`config.mk`:
```
export PLATFORM = sky130hd
export DESIGN_NAME = filtered_substring_search
export DESIGN_NICKNAME = d
export VERILOG_FILES = /design/src/rtl/core/fss_pkg.sv /design/src/rtl/core/fss_cell.sv /design/src/rtl/core/filtered_substring_search.sv
export VERILOG_INCLUDE_DIRS = /design/src /design/src/rtl/core
export SDC_FILE = /design/constraint.sdc
export NUM_CORES = 1
export LEC_CHECK = 0
export BUFFER_PORTS_ARGS = -buffer_cell sky130_fd_sc_hd__buf_4
export CELL_PAD_IN_SITES_DETAIL_PLACEMENT = 1
export CELL_PAD_IN_SITES_GLOBAL_PLACEMENT = 1
export CORE_AREA = 2 2 199 182
export CTS_CLUSTER_SIZE = 40
export DETAILED_ROUTE_END_ITERATION = 8
export DIE_AREA = 0 0 201 184
export GPL_TIMING_DRIVEN = 0
export PLACE_DENSITY = 0.83
export RECOVER_POWER = 50
export SYNTH_ARGS = -nofsm -noshare
export SYNTH_HDL_FRONTEND = slang
export SYNTH_HIERARCHICAL = 1
export SYNTH_SLANG_ARGS = --single-unit
```
`constraint.sdc`:
```
create_clock -name clk -period 5.05 [get_ports clk]
set_input_delay 1.01 -clock clk [delete_from_list [all_inputs] [get_ports clk]]
set_output_delay 1.01 -clock clk [all_outputs]
set_load 0.03 [all_outputs]
```
`src/rtl/core/filtered_substring_search_macros.svh`:
```
// Assertion helpers shared by the search block.
// Each check is sampled on clk and switched off while rst_n is low.
`ifndef FILTERED_SUBSTRING_SEARCH_MACROS_SVH
`define FILTERED_SUBSTRING_SEARCH_MACROS_SVH

// Same-cycle implication.
`define FSS_ASSERT_NOW(label, pre, post, msg) \
  label: assert property (@(posedge clk) disable iff (!rst_n) (pre) |-> (post)) \
    else $error(msg);

// Next-cycle implication.
`define FSS_ASSERT_NEXT(label, pre, post, msg) \
  label: assert property (@(posedge clk) disable iff (!rst_n) (pre) |=> (post)) \
    else $error(msg);

`endif

```
`src/rtl/core/fss_pkg.sv`:
```
package fss_pkg;

  // Configuration port geometry
  localparam int CFG_DATA_W  = 64;
  localparam int CFG_INDEX_W = 3;

  // Register indexes
  localparam logic [CFG_INDEX_W-1:0] CFG_PATTERN_LOW  = 3'd0;
  localparam logic [CFG_INDEX_W-1:0] CFG_PATTERN_HIGH = 3'd1;
  localparam logic [CFG_INDEX_W-1:0] CFG_PATTERN_LEN  = 3'd2;
  localparam logic [CFG_INDEX_W-1:0] CFG_CASE_INSENS  = 3'd3;
  localparam logic [CFG_INDEX_W-1:0] CFG_TYPE_FILTER  = 3'd4;
  localparam logic [CFG_INDEX_W-1:0] CFG_CRED_TYPE    = 3'd5;

  // Pattern storage: two 64-bit registers hold 16 bytes
  localparam int PAT_REG_BYTES = 16;
  localparam int PAT_LEN_W     = 5;
  localparam int TYPE_W        = 4;
  localparam int FILTER_W      = 5;

  // Object lifecycle codes
  localparam logic [1:0] OBJ_ACTIVE = 2'd0;
  localparam logic [1:0] OBJ_SEALED = 2'd1;

  // ASCII case folding
  localparam logic [7:0] CHAR_UPPER_A = 8'h41;
  localparam logic [7:0] CHAR_UPPER_Z = 8'h5A;
  localparam logic [7:0] CASE_OFFSET  = 8'h20;

  localparam logic [31:0] SAT32 = 32'hFFFF_FFFF;

  typedef struct packed {
    logic [7:0]        data_byte;
    logic              first_of_object;
    logic              last_of_object;
    logic [1:0]        object_state;
    logic [TYPE_W-1:0] object_type;
  } fss_in_t;

  typedef struct packed {
    logic        matched;
    logic [31:0] payload_size;
    logic [31:0] match_total;
  } fss_out_t;

  // Per-cycle control broadcast along the cell row
  typedef struct packed {
    logic advance;
    logic fold_en;
  } fss_cell_ctrl_t;

  function automatic logic [7:0] fold_char(input logic [7:0] c, input logic en);
    logic [7:0] res;
    res = c;
    if (en && (c >= CHAR_UPPER_A) && (c <= CHAR_UPPER_Z)) begin
      res = c + CASE_OFFSET;
    end
    return res;
  endfunction

endpackage

```
`src/rtl/core/fss_cell.sv`:
```
// One pattern position: remembers whether the pattern prefix ending at this
// position matched the stream up to the previous word.
module fss_cell (
  input  logic                   clk,
  input  logic                   rst_n,
  input  fss_pkg::fss_cell_ctrl_t ctrl,
  input  logic [7:0]             data_byte,
  input  logic [7:0]             pat_byte,
  input  logic                   link_in,
  output logic                   hit_nxt,
  output logic                   hit_r
);

  logic [7:0] pat_folded;

  // Extend the neighbor's prefix match by one byte
  assign pat_folded = fss_pkg::fold_char(pat_byte, ctrl.fold_en);
  assign hit_nxt    = link_in & (data_byte == pat_folded);

  // Hold the prefix bit until the next word
  always_ff @(posedge clk) begin
    if (!rst_n) begin
      hit_r <= 1'b0;
    end else if (ctrl.advance) begin
      hit_r <= hit_nxt;
    end
  end

endmodule

```
`src/rtl/core/filtered_substring_search.sv`:
```
// Channel | Dir | Handshake           | Word
// in      | in  | in_valid/in_ready   | fss_in_t  (one payload byte plus tags)
// out     | out | out_valid/out_ready | fss_out_t (one per object, on its last byte)
// cfg     | in  | cfg_we              | cfg_index selects, cfg_wdata carries value
//
// One byte per cycle unless in_ready is low; the result of an object's last
// byte is registered and shows on out the cycle after that byte is taken.
// The per-byte loop is the row of NCELL (MAX_PATTERN, capped at 16) prefix cells, all
// updated together in the cycle the byte is accepted.
// Bytes that do not end an object are taken even while a result waits; a
// last byte waits only while the output register is full and not drained.
// Reset (synchronous, rst_n low) clears the cells, counters, out_valid and config (type filter to all ones).
`include "filtered_substring_search_macros.svh"

module filtered_substring_search #(
  parameter int MAX_PATTERN = 16
) (
  input  logic                                 clk,
  input  logic                                 rst_n,
  input  logic                                 in_valid,
  output logic                                 in_ready,
  input  fss_pkg::fss_in_t                     in_data,
  output logic                                 out_valid,
  input  logic                                 out_ready,
  output fss_pkg::fss_out_t                    out_data,
  input  logic                                 cfg_we,
  input  logic [fss_pkg::CFG_INDEX_W-1:0]      cfg_index,
  input  logic [fss_pkg::CFG_DATA_W-1:0]       cfg_wdata
);

  localparam int NCELL = (MAX_PATTERN < fss_pkg::PAT_REG_BYTES) ?
                         MAX_PATTERN : fss_pkg::PAT_REG_BYTES;

  // Configuration registers
  logic [fss_pkg::CFG_DATA_W-1:0] pattern_lo_r;
  logic [fss_pkg::CFG_DATA_W-1:0] pattern_hi_r;
  logic [fss_pkg::PAT_LEN_W-1:0]  pattern_len_r;
  logic                           case_insens_r;
  logic [fss_pkg::FILTER_W-1:0]   type_filter_r;
  logic [fss_pkg::TYPE_W-1:0]     cred_type_r;

  // Object state
  logic [31:0] bytes_r;
  logic [31:0] bytes_nxt;
  logic        found_r;
  logic        found_nxt;
  logic        elig_r;
  logic        elig_nxt;
  logic [31:0] total_r;
  logic [31:0] total_nxt;
  logic [31:0] total_inc;

  // Output register
  logic              out_valid_r;
  fss_pkg::fss_out_t out_data_r;

  logic                    accept;
  logic                    first;
  logic                    hit;
  logic                    obj_match;
  logic                    state_ok;
  logic                    type_ok;
  logic [7:0]              byte_folded;
  logic [2*fss_pkg::CFG_DATA_W-1:0] pat_all;
  fss_pkg::fss_cell_ctrl_t cell_ctrl;
  logic [NCELL-1:0]        cell_hit_nxt;
  logic [NCELL-1:0]        cell_hit_r;
  logic [NCELL-1:0]        cell_link;

  // Take a byte unless it would finish an object into a full, stalled output
  assign in_ready = out_ready | ~out_valid_r | ~in_data.last_of_object;
  assign accept   = in_valid & in_ready;
  assign first    = in_data.first_of_object;

  // Write configuration registers
  always_ff @(posedge clk) begin
    if (!rst_n) begin
      pattern_lo_r  <= '0;
      pattern_hi_r  <= '0;
      pattern_len_r <= '0;
      case_insens_r <= 1'b0;
      type_filter_r <= '1;
      cred_type_r   <= '0;
    end else if (cfg_we) begin
      case (cfg_index)
        fss_pkg::CFG_PATTERN_LOW:  pattern_lo_r  <= cfg_wdata;
        fss_pkg::CFG_PATTERN_HIGH: pattern_hi_r  <= cfg_wdata;
        fss_pkg::CFG_PATTERN_LEN:  pattern_len_r <= cfg_wdata[fss_pkg::PAT_LEN_W-1:0];
        fss_pkg::CFG_CASE_INSENS:  case_insens_r <= cfg_wdata[0];
        fss_pkg::CFG_TYPE_FILTER:  type_filter_r <= cfg_wdata[fss_pkg::FILTER_W-1:0];
        fss_pkg::CFG_CRED_TYPE:    cred_type_r   <= cfg_wdata[fss_pkg::TYPE_W-1:0];
        default: ;
      endcase
    end
  end

  // Broadcast controls and the folded byte to the cell row
  assign pat_all           = {pattern_hi_r, pattern_lo_r};
  assign byte_folded       = fss_pkg::fold_char(in_data.data_byte, case_insens_r);
  assign cell_ctrl.advance = accept;
  assign cell_ctrl.fold_en = case_insens_r;

  genvar gi;
  generate
    for (gi = 0; gi < NCELL; gi++) begin : g_cell
      // Cell zero starts a fresh prefix; others drop history on a new object
      if (gi == 0) begin : g_head
        assign cell_link[gi] = 1'b1;
      end else begin : g_body
        assign cell_link[gi] = cell_hit_r[gi-1] & ~first;
      end

      fss_cell u_cell (
        .clk       (clk),
        .rst_n     (rst_n),
        .ctrl      (cell_ctrl),
        .data_byte (byte_folded),
        .pat_byte  (pat_all[8*gi +: 8]),
        .link_in   (cell_link[gi]),
        .hit_nxt   (cell_hit_nxt[gi]),
        .hit_r     (cell_hit_r[gi])
      );
    end
  endgenerate

  // Full pattern seen when the cell at the configured length fires
  always_comb begin
    hit = 1'b0;
    for (int i = 0; i < NCELL; i++) begin
      if (pattern_len_r == fss_pkg::PAT_LEN_W'(i + 1)) begin
        hit = hit | cell_hit_nxt[i];
      end
    end
  end

  // Latch eligibility from the tags of the first byte
  assign state_ok = (in_data.object_state == fss_pkg::OBJ_ACTIVE) |
                    (in_data.object_state == fss_pkg::OBJ_SEALED);
  assign type_ok  = type_filter_r[fss_pkg::FILTER_W-1] |
                    (type_filter_r[fss_pkg::TYPE_W-1:0] == in_data.object_type);
  assign elig_nxt = first ? (state_ok & type_ok & (in_data.object_type != cred_type_r))
                          : elig_r;

  // Advance byte count and found flag, restarting on a new object
  assign bytes_nxt = first ? 32'd1 :
                     ((bytes_r == fss_pkg::SAT32) ? bytes_r : bytes_r + 32'd1);
  assign found_nxt = (first ? 1'b0 : found_r) | hit;
  assign obj_match = elig_nxt & found_nxt;
  assign total_inc = (total_r == fss_pkg::SAT32) ? total_r : total_r + 32'd1;
  assign total_nxt = (in_data.last_of_object & obj_match) ? total_inc : total_r;

  always_ff @(posedge clk) begin
    if (!rst_n) begin
      bytes_r <= '0;
      found_r <= 1'b0;
      elig_r  <= 1'b0;
      total_r <= '0;
    end else if (accept) begin
      bytes_r <= bytes_nxt;
      found_r <= found_nxt;
      elig_r  <= elig_nxt;
      total_r <= total_nxt;
    end
  end

  // Load a result on the last byte; drop it once taken
  always_ff @(posedge clk) begin
    if (!rst_n) begin
      out_valid_r <= 1'b0;
    end else if (accept && in_data.last_of_object) begin
      out_valid_r <= 1'b1;
    end else if (out_ready) begin
      out_valid_r <= 1'b0;
    end
  end

  always_ff @(posedge clk) begin
    if (accept && in_data.last_of_object) begin
      out_data_r.matched      <= obj_match;
      out_data_r.payload_size <= bytes_nxt;
      out_data_r.match_total  <= total_nxt;
    end
  end

  assign out_valid = out_valid_r;
  assign out_data  = out_data_r;

  // Checks
  `FSS_ASSERT_NOW(a_no_overwrite, out_valid_r && !out_ready, !(accept && in_data.last_of_object), "result overwritten while stalled")
  `FSS_ASSERT_NEXT(a_last_gives_result, accept && in_data.last_of_object, out_valid_r, "last byte gave no result")
  `FSS_ASSERT_NOW(a_size_nonzero, out_valid_r, out_data_r.payload_size != 32'd0, "result with empty payload")
  `FSS_ASSERT_NOW(a_total_counts, out_valid_r && out_data_r.matched, out_data_r.match_total != 32'd0, "match not counted")
  `FSS_ASSERT_NEXT(a_first_restarts, accept && first, bytes_r == 32'd1, "byte count not restarted")

endmodule
```
==> key figures, run 1 <==
Outcome
  – Status: finished, violations left
  – Failing checks: max-capacitance violations, max-slew violations

Timing
  – Slew headroom: -9.89%
  – Slew @ Worst Pin: 1650 ps
  – Tmin final: 4970 ps
  – Setup tns final: 0 ps
  – Endpoints failing setup: 0
  – Final Max Slew Viols: 32
  – Final Hold Fails: 0
  – Final Skew: 30.1 ps
  – FMAX: 201 MHz
  – Setup ws final: 75.1 ps
  – Final Cycle Share: 98.5%

Clock tree
  – Maximum clock path buffer count: 3
  – CTS tree: built
  – Clk slew on worst S/H paths: 60 ps
  – Worst skew pair latency: 550 ps
  – H-tree depth: 2
  – Total clock buffers created by CTS: 35
  – Root Driver: clkbuf_16
  – Sink Count: 290

Yosys
  – Gate count after technology mapping: 1832
  – Syn_nets: 1939
  – Syn. warnings: 6
  – Syn Area/Cell: 8.44 sq um
  – Syn Std Cell Area: 15500 sq um

Routing
  – DR WL/cell: 20.9 um
  – Post-route ant nets: 0
  – 1st-iter DRT viols: 859
  – Top sig layer: met5
  – Detailed Route WL: 53000 um
  – DR pass1 iterations: 5
  – Drc violations: 0
  – DR vias: 14700
  – DR WL met2: 26200 um
  – Via density: 5.82
  – Wire length on met3: 2840 um
  – DRT met1 WL: 22300 um

Worst setup path
  – Crit Path Class: in2reg
  – Critical Path End Type: flop
  – CP max FO: 18
  – Crit path DAT: 5380 ps
  – Startpoint Class: input pin
  – Worst EP required: 5450 ps

Floorplan
  – Die area: 37000 sq um
  – Row cnt: 65
  – I/O pin cnt: 155
  – Starting density of the core: 44.5%
  – Overall die height: 184 um
  – Core Box Area: 34700 sq um
  – DIE WIDTH: 201 um

Power
  – Leak: 0.00622 uW
  – Internal power: 4110 uW
  – NetSw: 1410 uW
  – Total chip power: 5520 uW
  – Clock share of power: 46.2%
  – Seq pwr share: 44.5%
  – Max IR drop VDD: 0.246 mV
  – Switching Fraction: 25.5%
  – Comb pwr share: 9.3%
  – Pwr Density: 300 nW/um^2

Global route
  – Largest net degree at the start of global routing: 47
  – Global-route wire length before repair: 82400 um
  – Initial antenna violation count: 4
  – Total gr overflow: 0
  – Vias in the first global route: 15400
  – Overall Global Routing Usage: 28.0%

Layout
  – Area occupied by multi-input gates: 8710 sq um
  – Final Cell Area: 18400 sq um
  – Layout overhead on the synthesized area: 19.1%
  – Nets@finish: 2145
  – Share of cells above drive strength 1: 10.6%
  – Reg area: 6460 sq um
  – # fillers: 4223

Placement
  – RePlAce Congestion: 0.868
  – Post-Place Worst Slack: -1200 ps
  – Hpwl dp: 35900 um
  – Placed instance area: 17200 sq um
  – Buffers on Ports: 150

Job
  – # Max-Cap Violations: 1

Worst hold path
  – Hold crit path type: reg2reg
==> cells in the final DEF, fill, tap and decap left out, types with 33 or more instances in the layout <==
cell and count:
a21oi_1 203, nand2_1 374, mux2i_1 38, o31ai_1 45
edfxtp_1 65, dfxtp_1 224, clkbuf_1 157, buf_4 92
xor2_1 95, xnor2_1 112, clkbuf_16 37, nor2_1 133
or3_1 33, nand3_1 52, nand4_1 40
==> sequential cells by signal, indices dropped and copies added, names as in the netlist <==
signal,count
found_r,1
g_cell.u_cell/hit_r,15
type_filter_r,5
pattern_lo_r,64
cred_type_r,4
bytes_r,32
case_insens_r,1
out_valid,1
out_data,65
elig_r,1
pattern_len_r,5
pattern_hi_r,64
total_r,32
==> what timing repair did <==
action | 4_1_cts | 5_1_grt
endpoints found under the hold margin | 0 | 0
resized for setup | 19 | 16
hold buffers | 0 | 0
setup endpoints to repair | 65 | 64
pin swaps | 8 | 9
cloned | 1 | 0
buffers inserted | 13 | 3
==> per-stage QoR <==
| stage | util [%] | std cells | hold WS [ps] |
|---|---|---|---|
| after floorplan | - | 1832 | 445 |
| after global placement | 49.4 | 2451 | 466 |
| after detailed placement | 49.6 | 2453 | 476 |
| after CTS | 53.4 | 2528 | 484 |
| after global routing | 53.0 | 2533 | 511 |
| final | 53.0 | 2533 | 484 |
==> layer usage <==
metal | vias to the layer above | track usage, %
met3 | 112 | 3.81
met1 | 7323 | 34.2
met2 | 419 | 50.3
met5 | - | 0
li1 | 6889 | -
met4 | 4 | 9.87
==> path summary, 6_finish.rpt <==
| check | start | endpoint | slack, ps | depth (start not counted) |
|---|---|---|---|---|
| min reg2reg | pattern_hi_r[31] | pattern_hi_r[31] | 480 | 2 |
| max | in_data[12] | total_r[5] | 80 | 18 |
| max reg2reg | case_insens_r | total_r[5] | 170 | 17 |
| min | pattern_hi_r[31] | pattern_hi_r[31] | 480 | 2 |
==> power by group through the flow <==
stage	clock, uW	combinational, uW	sequential (uW)
5_1_grt	2680	552	2460
3_3_place_gp	0	482	2500
4_1_cts	2590	522	2450
3_5_place_dp	0	503	2500
6_report	2550	515	2450
2_1_floorplan	0	242	2540
==> final cells by class <==
type / count / area share, %
multi-input cells: 1437 / 47.4
flip-flops and latches: 290 / 35.1
repair buffers: 168 / 5.78
clock buffers: 46 / 5.32
well taps: 469 / 3.19
plain buffers: 94 / 2.07
clock inverters: 15 / 0.911
inverters: 12 / 0.245
diodes: 2 / 0.0272
==> worst max-delay path, cell delays in order <==
cell	delay, ps
buf_6	200
or4_4	570
o21ai_2	160
a31oi_2	110
a21o_4	370
xor2_1	260
xor2_1	130
nor4b_2	270
mux2i_1	160
nor2_1	210
nand2_1	70
mux4_2	490
o211ai_4	330
nand4_4	160
buf_2	230
buf_2	220
o31ai_1	300
a21oi_1	100
Power figures use the tool's default switching activity.
==> run 2: changes to the inputs <==
--- a/config.mk
+++ b/config.mk
@@ -7,14 +7,12 @@
 export NUM_CORES = 1
 export LEC_CHECK = 0
 export BUFFER_PORTS_ARGS = -buffer_cell sky130_fd_sc_hd__buf_4
-export CELL_PAD_IN_SITES_DETAIL_PLACEMENT = 1
-export CELL_PAD_IN_SITES_GLOBAL_PLACEMENT = 1
-export CORE_AREA = 2 2 199 182
+export CORE_AREA = 2 2 173 158
 export CTS_CLUSTER_SIZE = 40
 export DETAILED_ROUTE_END_ITERATION = 8
-export DIE_AREA = 0 0 201 184
+export DIE_AREA = 0 0 175 160
 export GPL_TIMING_DRIVEN = 0
-export PLACE_DENSITY = 0.83
+export PLACE_DENSITY = 0.84
 export RECOVER_POWER = 50
 export SYNTH_ARGS = -nofsm -noshare
 export SYNTH_HDL_FRONTEND = slang
==> run 2 against run 1 <==
Compared with the run above: first-iteration DRC count rose by 59%; power shrank 5.8%; largest power group is now sequential cells; worst hold slack is essentially flat; fmax up 3.7%; wire length is 19% lower; worst setup slack better by 180 ps; largest cell class unchanged; highest routed layer is now met4; the flow still finishes with violations (max-capacitance violations, max-slew violations).
==> key figures, run 2 (same netlist as run 1, synthesis figures left out) <==
Outcome
  – Status: finished, violations left
  – Failing checks: max-capacitance violations, max-slew violations

Placement
  – Buffers on Ports: 150
  – Hpwl dp: 29400 um
  – RePlAce Congestion: 0.930
  – Post-Place Worst Slack: -1030 ps
  – Placed instance area: 17100 sq um

Layout
  – Share of cells above drive strength 1: 10.5%
  – Nets@finish: 2145
  – Final Cell Area: 18100 sq um
  – Largest register FFs: 65
  – Layout overhead on the synthesized area: 17.2%
  – Commonest non-fill, non-tap cells in the layout: 374 x nand2_1, 224 x dfxtp_1, 203 x a21oi_1
  – Most common cell after layout, fill and taps aside: nand2_1
  – Core Util, Final: 68.5%
  – # fillers: 2148

Routing
  – Detailed Route WL: 43000 um
  – DR vias: 14500
  – Drc violations: 0
  – 1st-iter DRT viols: 1366
  – DR pass1 iterations: 6
  – DR WL/cell: 17.8 um
  – Post-route ant nets: 0
  – Via density: 5.99

Power
  – Total chip power: 5200 uW
  – Pwr Density: 287 nW/um^2
  – Leak: 0.00616 uW
  – Max IR drop VDD: 0.258 mV

Worst setup path
  – CP max-delay cell: or4_1
  – Crit Path Class: in2reg
  – Worst EP required: 5380 ps
  – R2R Setup Slk: 420 ps
  – Crit path DAT: 5120 ps
  – Cell family with most CP delay: simple AND/OR/NAND/NOR gates
  – CP max FO: 18
  – Worst path bufs/invs: 3
  – Worst path cell trace: buf_6 > or4_1 > o21ai_1 > a31oi_2 > a21o_4 > buf_4 > xor2_2 > xor2_1 > nor4b_1 > mux2i_1 > nor2_1 > nand2_1 > mux4_2 > o211ai_4 > nand4_1 > buf_4 > nor2_1 > mux2_2
  – Crit path largest cell delay: 550 ps
  – Startpoint Class: input pin
  – Critical Path End Type: flop

Floorplan
  – Starting density of the core: 58.4%
  – Die area: 28000 sq um
  – DIE WIDTH: 175 um
  – Row cnt: 57
  – Overall die height: 160 um
  – Core Box Area: 26500 sq um
  – I/O pin cnt: 155

Timing
  – Final Skew: 19.6 ps
  – Final Hold Fails: 0
  – Setup ws final: 255 ps
  – Endpoints failing setup: 0
  – Slew @ Worst Pin: 1540 ps
  – FMAX: 209 MHz
  – Slew headroom: -2.74%
  – Final Max Slew Viols: 32
  – RSZ-0062 raised after global routing: false
  – Final Cycle Share: 95.0%
  – Tmin final: 4800 ps

Job
  – # Max-Cap Violations: 1

Clock tree
  – Total clock buffers created by CTS: 31
  – Maximum clock path buffer count: 3
  – Worst skew pair latency: 580 ps
  – Sink Count: 290
  – Root Driver: clkbuf_16
  – Clk slew on worst S/H paths: 60 ps
  – H-tree depth: 1
  – CTS tree: built

Global route
  – Global-route wire length before repair: 67200 um
  – Overall Global Routing Usage: 29.2%
  – Initial antenna violation count: 1
  – Total gr overflow: 0
  – Largest net degree at the start of global routing: 52
  – Vias in the first global route: 13400

Worst hold path
  – Hold crit path type: reg2reg
[run 2: changes by cell type in the layout (fill, tap and decap cells not counted), sizes merged]
cell | previous run | this run
diode | 2 | 1
clkbuf | 203 | 194
clkinv | 9 | 12
buf | 105 | 110
or2 | 6 | 7
[run 2: final cells by class]
type                            instances  area (sq um)  share of cell area [%]
Sequential cell                       290          6460                    35.7
Clock buffer                           39           816                    4.50
Inverter                               12          45.0                   0.249
Antenna cell                            1          2.50                  0.0138
Clock inverter                         18           181                    1.00
Buffer                                 94           384                    2.12
Timing Repair Buffer                  171          1060                    5.85
Tap cell                              354           443                    2.44
Multi-Input combinational cell       1438          8720                    48.2
[run 2: worst min-delay path: stages, from the launching register on]
cell and delay, ps:
dfxtp_1 330, nand2_1 60, a21oi_1 50
[run 2: what timing repair did]
action / in CTS / in global routing
hold buffers: 0 / 0
resized for setup: 5 / 37
endpoints found under the setup margin: 66 / 59
pin swaps: 0 / 9
cloned: 0 / 2
buffers inserted: 0 / 19
[run 2: final timing paths]
path | startpoint | to | cells after the start
hold / removal | pattern_hi_r[63] | pattern_hi_r[63] | 2
setup / recovery | in_data[12] | out_data[28] | 18
hold reg to reg | pattern_hi_r[63] | pattern_hi_r[63] | 2
setup reg to reg | case_insens_r | out_data[28] | 17
[run 2: routing by layer]
| layer | part of all wire [%] | vias up | track usage (%) |
|---|---|---|---|
| met2 | 46 | 661 | 49.2 |
| met4 | 3.7 | 0 | 10.9 |
| li1 | - | 6876 | - |
| met1 | 41 | 6798 | 37.7 |
| met3 | 9.2 | 131 | 5.19 |
| met5 | 0 | - | 0 |
[run 2: where the power goes]
group	switching, uW	total (uW)	internal, uW
combinational	323	499	176
sequential	36.5	2450	2410
clock	950	2250	1300
total	1310	5200	3890
[run 2: per-stage QoR]
| stage | cells | hold WS [ps] | TNS [ps] |
|---|---|---|---|
| 4_1_cts | 2395 | 483 | 0 |
| 3_5_place_dp | 2338 | 471 | -54200 |
| 3_3_place_gp | 2336 | 463 | -45640 |
| 2_1_floorplan | 1832 | 445 | 0 |
| 5_1_grt | 2417 | 514 | 0 |
| 6_report | 2417 | 485 | 0 |
